--- config.mk ---
export PLATFORM = sky130hd
export DESIGN_NAME = djk_fifo
export DESIGN_NICKNAME = d
export VERILOG_FILES = /design/src/rtl/djk_fifo.sv
export SDC_FILE = /design/constraint.sdc
export NUM_CORES = 1
export LEC_CHECK = 0
export BUFFER_PORTS_ARGS = -buffer_cell sky130_fd_sc_hd__clkbuf_2
export CAP_MARGIN = 0
export CORE_MARGIN = 5
export CORE_UTILIZATION = 47
export CTS_BUF_LIST = sky130_fd_sc_hd__clkbuf_8
export DETAILED_ROUTE_END_ITERATION = 8
export PLACE_DENSITY = 0.85
export SLEW_MARGIN = 20
export SYNTH_ARGS = -nofsm -noshare
export SYNTH_HDL_FRONTEND = slang
export SYNTH_SLANG_ARGS = --single-unit
--- constraint.sdc ---
create_clock -name clk -period 1.61 [get_ports clk]
set_clock_uncertainty 0.2 [all_clocks]
set_input_delay 0.161 -clock clk [delete_from_list [all_inputs] [get_ports clk]]
set_output_delay 0.161 -clock clk [all_outputs]
set_load 0.01 [all_outputs]
--- src/rtl/djk_fifo.sv ---
module djk_fifo #(
    parameter int WIDTH = 8,
    parameter int DEPTH = 2
) (
    input  logic             clk,
    input  logic             rst_n,
    input  logic             wr,
    input  logic [WIDTH-1:0] wdata,
    output logic             full,
    input  logic             rd,
    output logic [WIDTH-1:0] rdata,
    output logic             empty
);

    localparam int AW = (DEPTH > 1) ? $clog2(DEPTH) : 1;
    localparam int CW = $clog2(DEPTH + 1);

    logic [WIDTH-1:0] mem_reg [DEPTH];
    logic [AW-1:0]    wp_reg, wp_next;
    logic [AW-1:0]    rp_reg, rp_next;
    logic [CW-1:0]    cnt_reg, cnt_next;
    logic             do_wr, do_rd;

    assign full  = (cnt_reg == CW'(DEPTH));
    assign empty = (cnt_reg == '0);
    assign do_wr = wr && !full;
    assign do_rd = rd && !empty;
    assign rdata = mem_reg[rp_reg];

    always_comb
    begin
        wp_next  = wp_reg;
        rp_next  = rp_reg;
        cnt_next = cnt_reg;
        if (do_wr)
        begin
            wp_next = (wp_reg == AW'(DEPTH - 1)) ? '0 : wp_reg + 1'b1;
        end
        if (do_rd)
        begin
            rp_next = (rp_reg == AW'(DEPTH - 1)) ? '0 : rp_reg + 1'b1;
        end
        if (do_wr && !do_rd)
        begin
            cnt_next = cnt_reg + 1'b1;
        end
        else if (do_rd && !do_wr)
        begin
            cnt_next = cnt_reg - 1'b1;
        end
    end

    always_ff @(posedge clk or negedge rst_n)
    begin
        if (!rst_n)
        begin
            wp_reg  <= '0;
            rp_reg  <= '0;
            cnt_reg <= '0;
        end
        else
        begin
            wp_reg  <= wp_next;
            rp_reg  <= rp_next;
            cnt_reg <= cnt_next;
        end
    end

    always_ff @(posedge clk)
    begin
        if (do_wr)
        begin
            mem_reg[wp_reg] <= wdata;
        end
    end

endmodule

-- Word level (Yosys, flattened, before mapping)
Memory sizes are Yosys's and may differ from the RTL's.
Index checks and enable logic that the tools add are counted.
- bits of input ports: 12
- logic and storage cells: 25
- memories: 1
- register bits: 4
- latch bits: 0
- ROM bits: 0
- memory bits (writable): 16
- memory list (name ; words ; bits a word ; rd ports ; clocked after memory_dff ; write ports ; RTL line ; RTL):
    mem_reg ; 2 ; 8 ; 1 ; 0 ; 1 ; 18 ; logic [WIDTH-1:0] mem_reg [DEPTH];
- $lt $le $gt $ge: 0
- bitwise logic cells: 0
- mux-type cells: 6
- equality and inequality tests: 1
- reduce and logical (&&, ||, !) cells: 10
- add/sub/neg operators: 4
- divide/modulo/power cells: 0
- shifts and indexed selects: 0
- multipliers: 0
- operator list (kind ; number):
    1-bit logical AND ; 4
    1-bit logical NOT ; 4
    1-bit 2-to-1 mux ; 4
    2-bit 2-to-1 mux ; 2
    1-bit adder, second input constant ; 2
    2-bit by 1-bit adder with 2-bit output, second input constant ; 1
    2-bit equality test, second input constant ; 1
    2-bit logical NOT ; 1
    2-bit nonzero test ; 1
    2-bit by 1-bit subtractor with 2-bit output, second input constant ; 1

-- Depth between registers and ports, before layout
- depth after elaboration: 7
- gate-level depth with buffers: 7
- gate-level depth less buffers: 7

-- Worst setup path before layout
OpenSTA, ideal clock, no wires.
- path kind: reg2reg
- start: register cnt_reg[0]
- end: memory mem_reg[0][0] (enable)
- library setup time: 370 ps
- path buffers: 0
- stages on the path, launching flop included: 4
- slack: 18 ps
- required time: 1040 ps
- data arrival time: 1022 ps
- cells stage by stage: dfrtp_1 nand2b_1 nand2_2 nor2_1
- word-level cells in the longest chain between the ends: 5
- ends and longest elaborated chain (element ; RTL line ; RTL):
    start, declared ; 21 ; logic [CW-1:0] cnt_reg, cnt_next;
    start signal, assigned ; 65 ; cnt_reg <= cnt_next;
    2-bit equality test ; 24 ; assign full = (cnt_reg == CW'(DEPTH));
    1-bit logical NOT ; 26 ; assign do_wr = wr && !full;
    1-bit logical AND ; 26 ;
    1-bit 2-to-1 mux ; 71 ; if (do_wr)
    1-bit 2-to-1 mux (implied by the code) ; 73 ; mem_reg[wp_reg] <= wdata;
    end, declared ; 18 ;
Every way passes these cells.

-- Final worst setup path
- start: register rp_reg
- end: output rdata[5]
- word-level cells in the longest chain between the ends: 1
- ends and longest elaborated chain (element ; RTL line ; RTL):
    start, declared ; 20 ; logic [AW-1:0] rp_reg, rp_next;
    start signal, assigned ; 64 ; rp_reg <= rp_next;
    memory 2 x 8 bit ; -- ;
    end, declared ; 11 ; output logic [WIDTH-1:0] rdata,
Every way passes these cells.

==> flow_summary.ini <==
[status]
outcome = complete, no violations

[route]
drt_wl_total_microns = 1332
dr.pass1.iters = 2
postRouteAntennaNets = 0
post-route-drc-count = 0
routedWlPerCell_microns = 13.59
drtIter0Drc = 4
vias = 468
viasPerCell = 4.776

[timing]
period_share = 0.9832
worstMarginPinSlew_ns = 0.2223
slew_violations = 0
finalCriticalPeriod_ns = 1.583
slew_headroom = 0.8518
rsz0062_at_grt = true
fmax_mhz = 631.7
setup_violations = 0
tns_ns = 0
hold_viol = 0

[clock_network]
clock_sinks = 20
cts.clk_slew.worst_paths_ns = 0.07
h-tree-depth = 1
clock_latency_ns = 0.25
cts_tree = yes
clockBufferDepth = 2
numCtsBuffers = 3
cts_root_buf = clkbuf_8

[layout]
largest_reg_flops = 16
instances_no_fill = 98
finish.instance_area_sq_um = 1104
drive_gt1_frac = 0.4634
area_delta_synth_final_pct = 41.12
fillCellCount = 101
layout.nets = 96
antenna_cells = 0
finish.utilization = 0.7159

[placed_design]
dpl.hpwl_microns = 887.2
place_area_sq_um = 917.1
routabilityCongestion = 0.6055
portBuffers = 21
dpl.cell_count = 82

[setup_path]
slowest_stage = dfrtp_2
crit_family = flip-flops
slowest_delay_ns = 0.48
cp-start-kind = flip-flop
criticalPathCategory = flip-flop to output port
worst-path-buf-inv = 1
required_ns = 1.25
reg2reg_depth = 6
critical_path.cell_chain = mux2_1, clkbuf_2
arrival_ns = 1.22
cp.depth = 2
ff2ff_setup_slack_ns = 0.06
critPathCaptureType = output port
crit_fanout = 9

[synth]
synth_cells = 44
syn_area_sq_um = 782.0
ys_types = 15
synth-seq-area-share = 0.7424
ys.warnings.count = 0
syn_area_per_cell_sq_um = 17.77
synthesis.nets = 57
ys_ff_latch = 20

[floorplanning]
fp.dieW_microns = 50.79
coreArea_sq_um = 1541
die_y_microns = 50.79
num_rows = 14
die_area_sq_um = 2580
pin_count = 22
start_util = 0.5073

[grt]
antenna_found_initial = 0
grt_max_degree = 12
grt_pass1_wl_microns = 2415
grt_usage = 0.1284
overflow = 0
grt_pass1_vias = 533

[min_path]
hold_path.class = input pin to async pin

[flow_run]
max-cap-violations = 0

[power_and_ir_drop]
p_leak_nw = 0.4730
vdd_ir_drop_max_v = 0.001273
powerDensity_nw_per_um2 = 1684
-- logic make-up (layout without fill, tap and decap cells) --
kind of cell,after synthesis,count (layout),synth area share
adder cells (fa/ha/maj),1,1,0.01600
XOR/XNOR,5,5,0.06561
AND/OR/NAND/NOR,6,6,0.03841
AO/OA/AOI/OAI,1,1,0.006394
flip-flops,20,20,0.7424
buffers and inverters,3,41,0.01600
multiplexers,8,8,0.1152
-- repair_timing --
action / CTS / global route
gates resized for setup: 1 / 4
hold buffers: 9 / 1
endpoints found under the hold margin: 20 / 1
setup buffers: 2 / 0
pin swaps: 1 / 0
endpoints found under the setup margin: 9 / 21
-- routing by layer --
metal | share of wire | up-vias | routed length (microns) | track usage
li1 | - | 234 | - | -
met1 | 0.41 | 214 | 551 | 0.1530
met2 | 0.47 | 16 | 628 | 0.1880
met3 | 0.079 | 4 | 105 | 0.04142
met4 | 0.035 | 0 | 46 | 0.1021
met5 | 0 | - | 0 | 0
-- cell usage after synthesis (all sizes together) --
cell     n  share of area
nand2b   1         0.0080
o21ai    1         0.0064
ha       1          0.016
mux2     8           0.12
nor2     3          0.014
buf      1         0.0064
and3     1         0.0080
edfxtp  16           0.61
dfrtp    4           0.13
inv      2         0.0096
xor2     2          0.022
xnor2    3          0.043
nand2    1         0.0080
-- worst reg2reg max path, cell delays in order (launching register included) --
cell,delay (ns)
dfrtp_1,0.41
nand2b_4,0.16
nand2_2,0.06
inv_1,0.04
ha_1,0.30
nor2_2,0.12
xor2_1,0.17
-- final cells by class --
type / count / area (sq um) / area share
inverters: 2 / 7.507 / 0.006803
repair buffers: 35 / 235.2 / 0.2132
multi-input cells: 21 / 203.9 / 0.1848
well taps: 16 / 20.02 / 0.01814
clock buffers: 4 / 55.05 / 0.04989
flip-flops and latches: 20 / 581.8 / 0.5272
-- report_power, final --
part / total, mW / internal, mW / switching, mW / leakage (nW)
Clock: 0.372 / 0.217 / 0.155 / 0.0288
Combinational: 0.648 / 0.351 / 0.296 / 0.250
Sequential: 0.839 / 0.726 / 0.113 / 0.194
Total: 1.86 / 1.29 / 0.564 / 0.473
-- cell usage in the layout, fill, tap and decap left out, drive strengths merged --
master	count
and3	1
mux2	8
buf	4
xnor2	3
xor2	2
edfxtp	16
nand2	1
ha	1
nor2	3
dfrtp	4
clkbuf	25
dlygate4sd3	10
nand2b	1
inv	2
o21ai	1
-- worst paths after layout --
kind                            start         end
max                            rp_reg    rdata[5]
min reg2reg                    wp_reg      wp_reg
min in group clk                   wr      wp_reg
min                             rst_n  cnt_reg[0]
max reg2reg                cnt_reg[0]  cnt_reg[1]
max in group asynchronous       rst_n      rp_reg
-- stage by stage --
stage	total power [mW]	setup WS, ns	hold slack (ns)
final	1.859	0.02701	0.04804
after detailed placement	1.418	-0.01521	-0.2234
after CTS	1.845	0.007664	0.02725
after global placement	1.391	0.04672	-0.2305
after floorplan	1.197	0.01785	-0.3346
after global routing	1.994	-0.04118	0.06710
Note: power is estimated with default switching activity, not from simulation.
