## config.mk

```make
export PLATFORM = sky130hd
export DESIGN_NAME = djk_front
export DESIGN_NICKNAME = d
export VERILOG_FILES = /design/src/rtl/djk_pkg.sv /design/src/rtl/djk_fifo.sv /design/src/rtl/djk_front.sv
export SDC_FILE = /design/constraint.sdc
export NUM_CORES = 1
export LEC_CHECK = 0
export BUFFER_PORTS_ARGS = -buffer_cell sky130_fd_sc_hd__buf_2
export CORE_MARGIN = 2
export CORE_UTILIZATION = 52
export CTS_CLUSTER_DIAMETER = 100
export DETAILED_ROUTE_END_ITERATION = 12
export PLACE_DENSITY = 0.79
export SLEW_MARGIN = 0
export SYNTH_ARGS = -nofsm -noshare
export SYNTH_HDL_FRONTEND = slang
export SYNTH_SLANG_ARGS = --single-unit
```

## constraint.sdc

```tcl
create_clock -name clk -period 10.9 [get_ports clk]
set_input_delay 0 -clock clk [delete_from_list [all_inputs] [get_ports clk]]
set_output_delay 0 -clock clk [all_outputs]
set_load 0.02 [all_outputs]
```

## src/rtl/djk_pkg.sv

```systemverilog
package djk_pkg;

    localparam int JOINTS   = 5;
    localparam int EW       = 34;
    localparam int LW       = 42;
    localparam int AW       = 70;
    localparam int ITER_MAX = 24;

    localparam logic signed [35:0] PI_Q30      = 36'sd3373259426;
    localparam logic signed [35:0] HALF_PI_Q30 = 36'sd1686629713;
    localparam logic signed [35:0] TWO_PI_Q30  = 36'sd6746518852;
    localparam logic signed [33:0] GAIN_Q30    = 34'sd652032874;
    localparam logic signed [35:0] ONE_Q       = 36'sd268435456;

    localparam logic [2:0] CFG_BASE_HEIGHT      = 3'd0;
    localparam logic [2:0] CFG_UPPER_ARM_LENGTH = 3'd1;
    localparam logic [2:0] CFG_FOREARM_LENGTH   = 3'd2;
    localparam logic [2:0] CFG_TOOL_LENGTH      = 3'd3;
    localparam logic [2:0] CFG_ELBOW_OFFSET     = 3'd4;

    localparam logic REQ_POSE     = 1'b0;
    localparam logic REQ_JACOBIAN = 1'b1;

    typedef struct packed {
        logic               req_type;
        logic signed [15:0] joint_angle_0;
        logic signed [15:0] joint_angle_1;
        logic signed [15:0] joint_angle_2;
        logic signed [15:0] joint_angle_3;
        logic signed [15:0] joint_angle_4;
        logic [2:0]         frame_count;
    } request_t;

    typedef struct packed {
        logic                     jacobian;
        logic [JOINTS-1:0][15:0]  angle;
        logic [2:0]               count;
    } cmd_t;

    typedef struct packed {
        logic [2:0]         line_index;
        logic signed [23:0] value_0;
        logic signed [23:0] value_1;
        logic signed [23:0] value_2;
        logic signed [23:0] value_3;
        logic signed [23:0] value_4;
        logic signed [23:0] value_5;
        logic               last;
    } result_t;

    function automatic logic [31:0] atan_q30(input logic [4:0] i);
        logic [31:0] r;
        case (i)
            5'd0:    r = 32'd843314856;
            5'd1:    r = 32'd497837829;
            5'd2:    r = 32'd263043836;
            5'd3:    r = 32'd133525158;
            5'd4:    r = 32'd67021686;
            5'd5:    r = 32'd33543515;
            5'd6:    r = 32'd16775850;
            5'd7:    r = 32'd8388437;
            5'd8:    r = 32'd4194282;
            5'd9:    r = 32'd2097149;
            5'd10:   r = 32'd1048575;
            5'd11:   r = 32'd524287;
            5'd12:   r = 32'd262143;
            5'd13:   r = 32'd131071;
            5'd14:   r = 32'd65535;
            5'd15:   r = 32'd32767;
            5'd16:   r = 32'd16383;
            5'd17:   r = 32'd8191;
            5'd18:   r = 32'd4095;
            5'd19:   r = 32'd2047;
            5'd20:   r = 32'd1023;
            5'd21:   r = 32'd511;
            5'd22:   r = 32'd255;
            5'd23:   r = 32'd127;
            default: r = 32'd0;
        endcase
        return r;
    endfunction

    function automatic logic signed [23:0] sat24(input logic signed [LW-1:0] q28);
        logic signed [LW-1:0] v;
        logic signed [23:0]   r;
        v = (q28 + 42'sd128) >>> 8;
        if (v > 42'sd8388607)
        begin
            r = 24'sd8388607;
        end
        else if (v < -42'sd8388608)
        begin
            r = -24'sd8388608;
        end
        else
        begin
            r = v[23:0];
        end
        return r;
    endfunction

endpackage

```

## src/rtl/djk_fifo.sv

```systemverilog
module djk_fifo #(
    parameter int WIDTH = 8,
    parameter int DEPTH = 2
) (
    input  logic             clk,
    input  logic             rst_n,
    input  logic             wr,
    input  logic [WIDTH-1:0] wdata,
    output logic             full,
    input  logic             rd,
    output logic [WIDTH-1:0] rdata,
    output logic             empty
);

    localparam int AW = (DEPTH > 1) ? $clog2(DEPTH) : 1;
    localparam int CW = $clog2(DEPTH + 1);

    logic [WIDTH-1:0] mem_reg [DEPTH];
    logic [AW-1:0]    wp_reg, wp_next;
    logic [AW-1:0]    rp_reg, rp_next;
    logic [CW-1:0]    cnt_reg, cnt_next;
    logic             do_wr, do_rd;

    assign full  = (cnt_reg == CW'(DEPTH));
    assign empty = (cnt_reg == '0);
    assign do_wr = wr && !full;
    assign do_rd = rd && !empty;
    assign rdata = mem_reg[rp_reg];

    always_comb
    begin
        wp_next  = wp_reg;
        rp_next  = rp_reg;
        cnt_next = cnt_reg;
        if (do_wr)
        begin
            wp_next = (wp_reg == AW'(DEPTH - 1)) ? '0 : wp_reg + 1'b1;
        end
        if (do_rd)
        begin
            rp_next = (rp_reg == AW'(DEPTH - 1)) ? '0 : rp_reg + 1'b1;
        end
        if (do_wr && !do_rd)
        begin
            cnt_next = cnt_reg + 1'b1;
        end
        else if (do_rd && !do_wr)
        begin
            cnt_next = cnt_reg - 1'b1;
        end
    end

    always_ff @(posedge clk or negedge rst_n)
    begin
        if (!rst_n)
        begin
            wp_reg  <= '0;
            rp_reg  <= '0;
            cnt_reg <= '0;
        end
        else
        begin
            wp_reg  <= wp_next;
            rp_reg  <= rp_next;
            cnt_reg <= cnt_next;
        end
    end

    always_ff @(posedge clk)
    begin
        if (do_wr)
        begin
            mem_reg[wp_reg] <= wdata;
        end
    end

endmodule

```

## src/rtl/djk_front.sv

```systemverilog
module djk_front (
    input  logic              clk,
    input  logic              rst_n,
    input  logic              push,
    input  djk_pkg::request_t request,
    output logic              full,
    input  logic              cmd_pop,
    output djk_pkg::cmd_t     cmd,
    output logic              cmd_empty
);

    djk_pkg::cmd_t                   cls;
    logic [$bits(djk_pkg::cmd_t)-1:0] q_rdata;

    always_comb
    begin
        cls.jacobian = (request.req_type == djk_pkg::REQ_JACOBIAN);
        cls.angle[0] = request.joint_angle_0;
        cls.angle[1] = request.joint_angle_1;
        cls.angle[2] = request.joint_angle_2;
        cls.angle[3] = request.joint_angle_3;
        cls.angle[4] = request.joint_angle_4;
        if (request.frame_count > 3'(djk_pkg::JOINTS))
        begin
            cls.count = 3'(djk_pkg::JOINTS);
        end
        else
        begin
            cls.count = request.frame_count;
        end
    end

    djk_fifo #(
        .WIDTH($bits(djk_pkg::cmd_t)),
        .DEPTH(2)
    ) u_queue (
        .clk  (clk),
        .rst_n(rst_n),
        .wr   (push),
        .wdata(cls),
        .full (full),
        .rd   (cmd_pop),
        .rdata(q_rdata),
        .empty(cmd_empty)
    );

    assign cmd = djk_pkg::cmd_t'(q_rdata);

endmodule

```

Word-level counts from Yosys, hierarchy flattened:

Memories as Yosys holds them, arrays and structs flattened.
Index checks and enable logic that the tools add are counted.

* add/sub/neg operators: 4
* multiply operators: 0
* divide/modulo/power cells: 0
* $lt $le $gt $ge: 1
* equality and inequality tests: 1
* shifts and indexed selects: 0
* muxes and demuxes: 7
* bitwise operators: 0
* reductions and logical operators: 10

Operators by type and width (count)
* logical AND 1 bit: 4
* logical NOT 1 bit: 4
* two-way mux 1 bit: 4
* two-way mux 2 bit: 2
* greater-than comparator 3 bit, second input constant: 1
* two-way mux 3 bit: 1
* adder 1 bit, second input constant: 2
* adder 2 x 1 -> 2 bit, second input constant: 1
* == test 2 bit, second input constant: 1
* logical NOT 2 bit: 1
* nonzero test 2 bit: 1
* subtractor 2 x 1 -> 2 bit, second input constant: 1

* register bits after elaboration: 4
* latch bits: 0
* bits in writable memories: 168
* ROM bits: 0
* input bits: 88
* output and inout port bits: 86
* logic and storage cells: 27
* memories kept: 1

Memories
* u_queue.mem_reg: depth 2, width 84, rd ports 1, clocked after memory_dff 0, write ports 1, line djk_fifo.sv:18 `logic [WIDTH-1:0] mem_reg [DEPTH];`

Logic depth before layout (Yosys ltp):

Gate-level depths: netlist of the first run.

* depth in word-level cells: 7
* mapped depth: 7
* gate-level depth less buffers: 7

By module:

From an unflattened synthesis of the first run, not the netlist that was laid out.

* cells, all modules: 283
* area, all modules: 6283.5 sq um

Modules (own cells, without submodules)
* djk_fifo: times used 1, cells an instance 280, area an instance 6266.0 sq um
* djk_front: times used 1, cells an instance 3, area an instance 17.5 sq um

Worst setup path before layout of the first run:

Ideal clock, no wire load.

* path kind: reg2reg
* start point: reg u_queue.cnt_reg[0]
* end point: mem u_queue.mem_reg[0][0] in the netlist's numbering, enable pin
* library setup time: 0.527 ns
* data arrival time: 4.146 ns
* data required time: 10.373 ns
* path slack: 6.227 ns
* cell stages (with the launch flop): 4
* cell sequence: dfrtp_1 -> nand2b_1 -> nand2_1 -> nor2_1

* cells in the longest elaborated chain, start to end: 5

RTL lines
* from (decl): line djk_fifo.sv:21 `logic [CW-1:0] cnt_reg, cnt_next;`
* from (signal assigned): line djk_fifo.sv:65 `cnt_reg <= cnt_next;`
* == test 2 bit: line djk_fifo.sv:24 `assign full = (cnt_reg == CW'(DEPTH));`
* logical NOT 1 bit: line djk_fifo.sv:26 `assign do_wr = wr && !full;`
* logical AND 1 bit: line djk_fifo.sv:26
* two-way mux 1 bit: line djk_fifo.sv:71 `if (do_wr)`
* two-way mux 1 bit (not written as such): line djk_fifo.sv:73 `mem_reg[wp_reg] <= wdata;`
* to (decl): line djk_fifo.sv:18

Every way passes these cells.

==> run metrics, run 1 <==
DIE AREA=13000 µm²; router iterations before antenna repair=4; vias in the first global route=3820; port bufs=173; placed cell count=594; RSZ-0062 raised after global routing=no; Leakage=3.35 nW; hold path start=request[80]; first-pass GRT wire length=19000 µm; Seq cells post-synth=172; R2R setup slack=8.76 ns; Slew @ Worst Pin=1.17 ns; Layout area overhead=39.4%; cts bufs inserted=17; H-Tree Depth=4; row count=40; slowest cell on the critical path=dfrtp_4; Post-Syn Area=6280 µm²; Net Count, Synth=372; multiplexer area fraction after synthesis=0.151; net switching power figure=0.000714 W; Final Hold Viols=0; share of cells above drive strength 1=0.421; Reg power frac=0.446; IO Pins=174; CTS tree=yes; max incr delay on CP=1.16 ns; reg-to-reg critical path endpoint=u_queue.mem_reg[0][54]; Non-Filler Instances=715; Starting DRT DRC Count=161; max_cap viols=0; grt ovf=0; vias per cell=4.94; DRC violations left=0; post-synth cell types=19; Hold WC Path Type=in2reg; largest fanout on the critical path=85; Hold Crit Endpoint=u_queue.mem_reg[1][16]; CTS clk-pin slew, worst paths=0.06 ns; Crit. End Element=primary output; vias=3534; initial antenna violation count=0; Core Region=11900 µm²; wire per inst=17.5 µm; Final Max Tran Viols=0; RD Place Congestion=0.725; xor/xnor share of the synthesized area=0.00697; Worst Hold Path Cells=2; post-cts sizing count=0; Final WS setup=8.66 ns; WP data required=10.90 ns; P_int=0.00154 W; post-synthesis adder-cell area fraction=0.00199; setup_tns=0 ns; DP HPWL=6630 µm; pin count of the biggest net entering global routing=86; Die Span Y=114 µm; clk_lat worst skew=0.42 ns; achievable frequency=0.447 GHz; Setup Skew=0.0105 ns; main combinational cell family by area after synthesis=multiplexers; Die X=114 µm; max reg flops=168; Switching Share=0.317; power per cell area=258 nW/µm²; Nets=644; startpoint types=flop; syn avg cell area=22.2 µm²; R2R depth=4; Tcrit/Tclk final=0.205; Placement Setup Slack=8.79 ns; synth warn=0; WS Path Type=reg2out; Initial Util=0.528; critical path arrival=2.24 ns; clk buf depth=2; final setup fails=0; Mapped Cells=283; CTS sink count=172; peak supply drop=0.000228 V; Fin Hold WS=0.310 ns; register area share after synthesis=0.819; post-route ant nets=0; drt total wl=12500 µm; CP Cell Sequence=mux2_2, buf_2; outcome=finished, final reports clean; post-synthesis simple-gate area fraction=0.00538; Clock power frac=0.263; worst rel slew slack=0.222; combinational power share=0.291; Synth Area in Compound Gates=0.00199; post-route minimum period=2.24 ns; RR Startpoint=u_queue.cnt_reg[0]; # diodes=0; CTS root buffer=clkbuf_16; Tot GR Track Use=0.198
-- kinds of logic after synthesis --
kind of cell / Yosys count
DFF: 172
xor gates and xnor gates: 5
muxes: 84
AOI/OAI and AO/OA: 2
buffers and inverters: 12
adders and majority gates: 1
and+or+nand+nor: 7
-- Yosys cell counts --
library cell,number,area share
buf_6,5,0.0090
nand2_1,1,0.00060
o21ai_0,1,0.00080
nor2b_1,1,0.0010
clkbuf_1,1,0.00060
ha_1,1,0.0020
buf_2,3,0.0024
nand2b_1,1,0.0010
mux2_2,34,0.061
dfrtp_1,4,0.016
xor2_1,2,0.0028
nor2_1,3,0.0018
and3_1,1,0.0010
inv_1,2,0.0012
buf_4,1,0.0012
mux2_1,50,0.090
edfxtp_1,168,0.80
a21o_1,1,0.0012
xnor2_1,3,0.0042
-- layout by cell type, fill, tap and decap left out, types with 2 or more instances in the layout --
master / n
buf_2: 173
bufinv_16: 2
clkbuf_1: 4
clkbuf_16: 17
clkbuf_8: 5
clkinv_2: 3
dfrtp_1: 3
dlygate4sd3_1: 89
edfxtp_1: 168
inv_1: 2
mux2_1: 50
mux2_2: 34
nor2_1: 2
xnor2_1: 3
xor2_1: 2
-- critical path, delay by kind of cell, from the launching register on --
family / cells / cell delay, ns
buffers and inverters: 1 / 0.16
multiplexers: 1 / 0.43
flip-flops: 1 / 1.16
-- worst max-delay path by stage --
stage	from	cells past startpoint	end	slack, ns
floorplan	u_queue.cnt_reg[0]	3	u_queue.mem_reg[0][0]	6.23
global placement	u_queue.cnt_reg[0]	4	u_queue.mem_reg[0][47]	8.84
detailed placement	u_queue.cnt_reg[0]	4	u_queue.mem_reg[0][48]	8.79
CTS	u_queue.rp_reg	2	cmd[63]	8.62
global route	u_queue.rp_reg	2	cmd[63]	8.54
finish	u_queue.rp_reg	2	cmd[63]	8.66
-- routing by layer --
layer / vias up / global-route usage / wire (µm)
li1: 1661 / - / -
met1: 1711 / 0.221 / 4850
met2: 140 / 0.346 / 6600
met3: 22 / 0.0675 / 822
met4: 0 / 0.0854 / 248
met5: - / 0 / 0
-- what timing repair did --
item,4_1_cts,5_1_grt
endpoints found under the hold margin,174,0
buffers inserted,0,0
hold buffers,89,0
-- power groups by stage --
stage          clock (W)  combinational [W]  sequential (W)
2_1_floorplan          0           0.000495        0.000958
3_3_place_gp           0           0.000622         0.00101
6_report        0.000593           0.000656         0.00101
5_1_grt         0.000627           0.000700         0.00103
4_1_cts         0.000601           0.000659         0.00101
3_5_place_dp           0           0.000630         0.00102
-- through the flow --
step,utilization,total power [W],instance area [µm²]
2_1_floorplan,-,0.00145,6280
3_3_place_gp,0.611,0.00163,7270
3_5_place_dp,0.611,0.00165,7270
4_1_cts,0.735,0.00227,8760
5_1_grt,0.735,0.00235,8760
6_report,0.735,0.00226,8760
-- area by class of cell --
| class | instances | area, µm² |
|---|---|---|
| Inverter | 2 | 7.51 |
| Clock buffer | 26 | 509 |
| Sequential cell | 172 | 5150 |
| Multi-Input combinational cell | 99 | 1060 |
| Clock inverter | 6 | 82.6 |
| Fill cell | 699 | 3150 |
| Timing Repair Buffer | 263 | 1760 |
| Tap cell | 147 | 184 |
Note: power is estimated with default switching activity, not from simulation.
==> inputs of run 2 (changes only) <==
Settings changed: CORE_UTILIZATION 52 to 47, PLACE_DENSITY 0.79 to 0.76.
Clock period 10.9 ns to 2 ns, I/O delays scaled along.
==> run 2 against run 1 <==
Against the previous run:
- cell count is 5.0% higher
- non-clock buffer count up 5
- core utilization down 5.7 points
- clock skew fell by 0.0063 ns
- first-iteration DRC count grew 25%
- register-to-register slack worse by 8.4 ns
- via count did not move
- critical path depth is 1 higher
- design area increased by 1.7%
- sequential share of layout area fell by 1.0 points
- sequential cell count unchanged
- critical endpoint is now cmd[26]
- largest power group unchanged
- highest routed layer unchanged
==> run metrics, run 2 (synthesized netlist as in run 1, its figures left out) <==
post-route minimum period=1.70 ns; grt ovf=0; Clock power frac=0.254; drt total wl=12300 µm; share of cells above drive strength 1=0.429; peak supply drop=0.00112 V; Crit. End Element=primary output; H-Tree Depth=4; max reg flops=168; CTS tree=yes; IO Pins=174; cts bufs inserted=17; first-pass GRT wire length=18900 µm; slowest cell on the critical path=dfrtp_4; Final Hold Viols=0; hold path start=request[33]; critical path arrival=1.70 ns; Starting DRT DRC Count=202; Hold WC Path Type=in2reg; most frequent cells in the layout=buf_2 (173), edfxtp_1 (168), dlygate4sd3_1 (89); Final Max Tran Viols=0; DIE AREA=14300 µm²; Tot GR Track Use=0.178; Switching Share=0.323; Area after DPL=7440 µm²; row count=42; max_cap viols=0; vias=3534; WP data required=2.00 ns; Setup Skew=0.00421 ns; Slew @ Worst Pin=0.334 ns; net switching power figure=0.00401 W; CP Cell Sequence=buf_12, mux2_1, buf_2; initial antenna violation count=2; pin count of the biggest net entering global routing=49; Nets=649; P_int=0.00840 W; CTS root buffer=clkbuf_16; Reg power frac=0.415; Layout area overhead=41.8%; clk buf depth=2; Core Region=13100 µm²; router iterations before antenna repair=4; DP HPWL=7030 µm; RR Startpoint=u_queue.cnt_reg[0]; port bufs=173; final setup fails=0; Die X=120 µm; crit path launch=u_queue.rp_reg; max incr delay on CP=0.44 ns; Fin Hold WS=0.304 ns; largest fanout on the critical path=48; worst rel slew slack=0.777; fin area=8910 µm²; # fillers=874; startpoint types=flop; commonest non-fill, non-tap cell in the layout=buf_2; wire per inst=16.4 µm; Initial Util=0.478; post-route ant nets=0; clk_lat worst skew=0.42 ns; vias per cell=4.71; CTS sink count=172; RD Place Congestion=0.706; CTS clk-pin slew, worst paths=0.06 ns; combinational power share=0.331; achievable frequency=0.587 GHz; Die Span Y=120 µm; power per cell area=1390 nW/µm²; WS Path Type=reg2out; DRC violations left=0; Leakage=3.39 nW; vias in the first global route=3896; outcome=finished, final reports clean; Tcrit/Tclk final=0.852; RSZ-0062 raised after global routing=no; post-CTS setup buffer count=0
-- run 2: metrics by stage --
| stage | total power, W | TNS (ns) | worst slack (ns) | utilization | instances |
|---|---|---|---|---|---|
| after floorplan | 0.00789 | -31.65 | -0.287 | - | 283 |
| after global placement | 0.00911 | 0 | 0.407 | 0.566 | 628 |
| after detailed placement | 0.00920 | 0 | 0.357 | 0.566 | 628 |
| after CTS | 0.0125 | 0 | 0.259 | 0.678 | 749 |
| after global routing | 0.0130 | 0 | 0.229 | 0.678 | 751 |
| final | 0.0124 | 0 | 0.296 | 0.678 | 751 |
-- run 2: power groups by stage --
stage | Combinational, W | Clock [W] | Sequential, W
5_1_grt | 0.00440 | 0.00335 | 0.00522
3_3_place_gp | 0.00395 | 0 | 0.00516
2_1_floorplan | 0.00273 | 0 | 0.00516
4_1_cts | 0.00415 | 0.00321 | 0.00515
6_report | 0.00411 | 0.00315 | 0.00515
3_5_place_dp | 0.00398 | 0 | 0.00522
-- run 2: cell type report --
type / count / area (µm²) / area share
multi-input combinational: 99 / 1080 / 0.121
clock inverter: 13 / 143 / 0.0160
tap: 176 / 220 / 0.0247
inverter: 2 / 7.51 / 0.000843
antenna: 2 / 5.00 / 0.000562
clock buffer: 19 / 433 / 0.0486
timing repair buffer: 268 / 1880 / 0.211
sequential: 172 / 5150 / 0.578
-- run 2: repair_timing --
item / CTS / global route
gates resized for setup: 0 / 0
hold buffers: 89 / 0
endpoints found under the hold margin: 174 / 0
-- run 2: final timing paths --
kind,endpoint,slack [ns],depth (start not counted)
min reg2reg,u_queue.wp_reg,0.57,1
min,u_queue.mem_reg[0][65],0.30,2
max reg2reg,u_queue.mem_reg[1][65],0.35,3
max,cmd[26],0.30,3
max in group asynchronous,u_queue.rp_reg,1.32,3
min in group asynchronous,u_queue.rp_reg,0.49,3
-- run 2: critical path, delay by kind of cell, from the launching register on --
kind     cells  cell delay [ns]
flops        1             0.44
mux          1             0.38
buf+inv      2             0.44
-- run 2: per-layer routing --
metal  wire length, µm  GRT usage
met2              6720      0.318
met3               729     0.0646
met4               157     0.0713
met5                 0          0
met1              4720      0.190
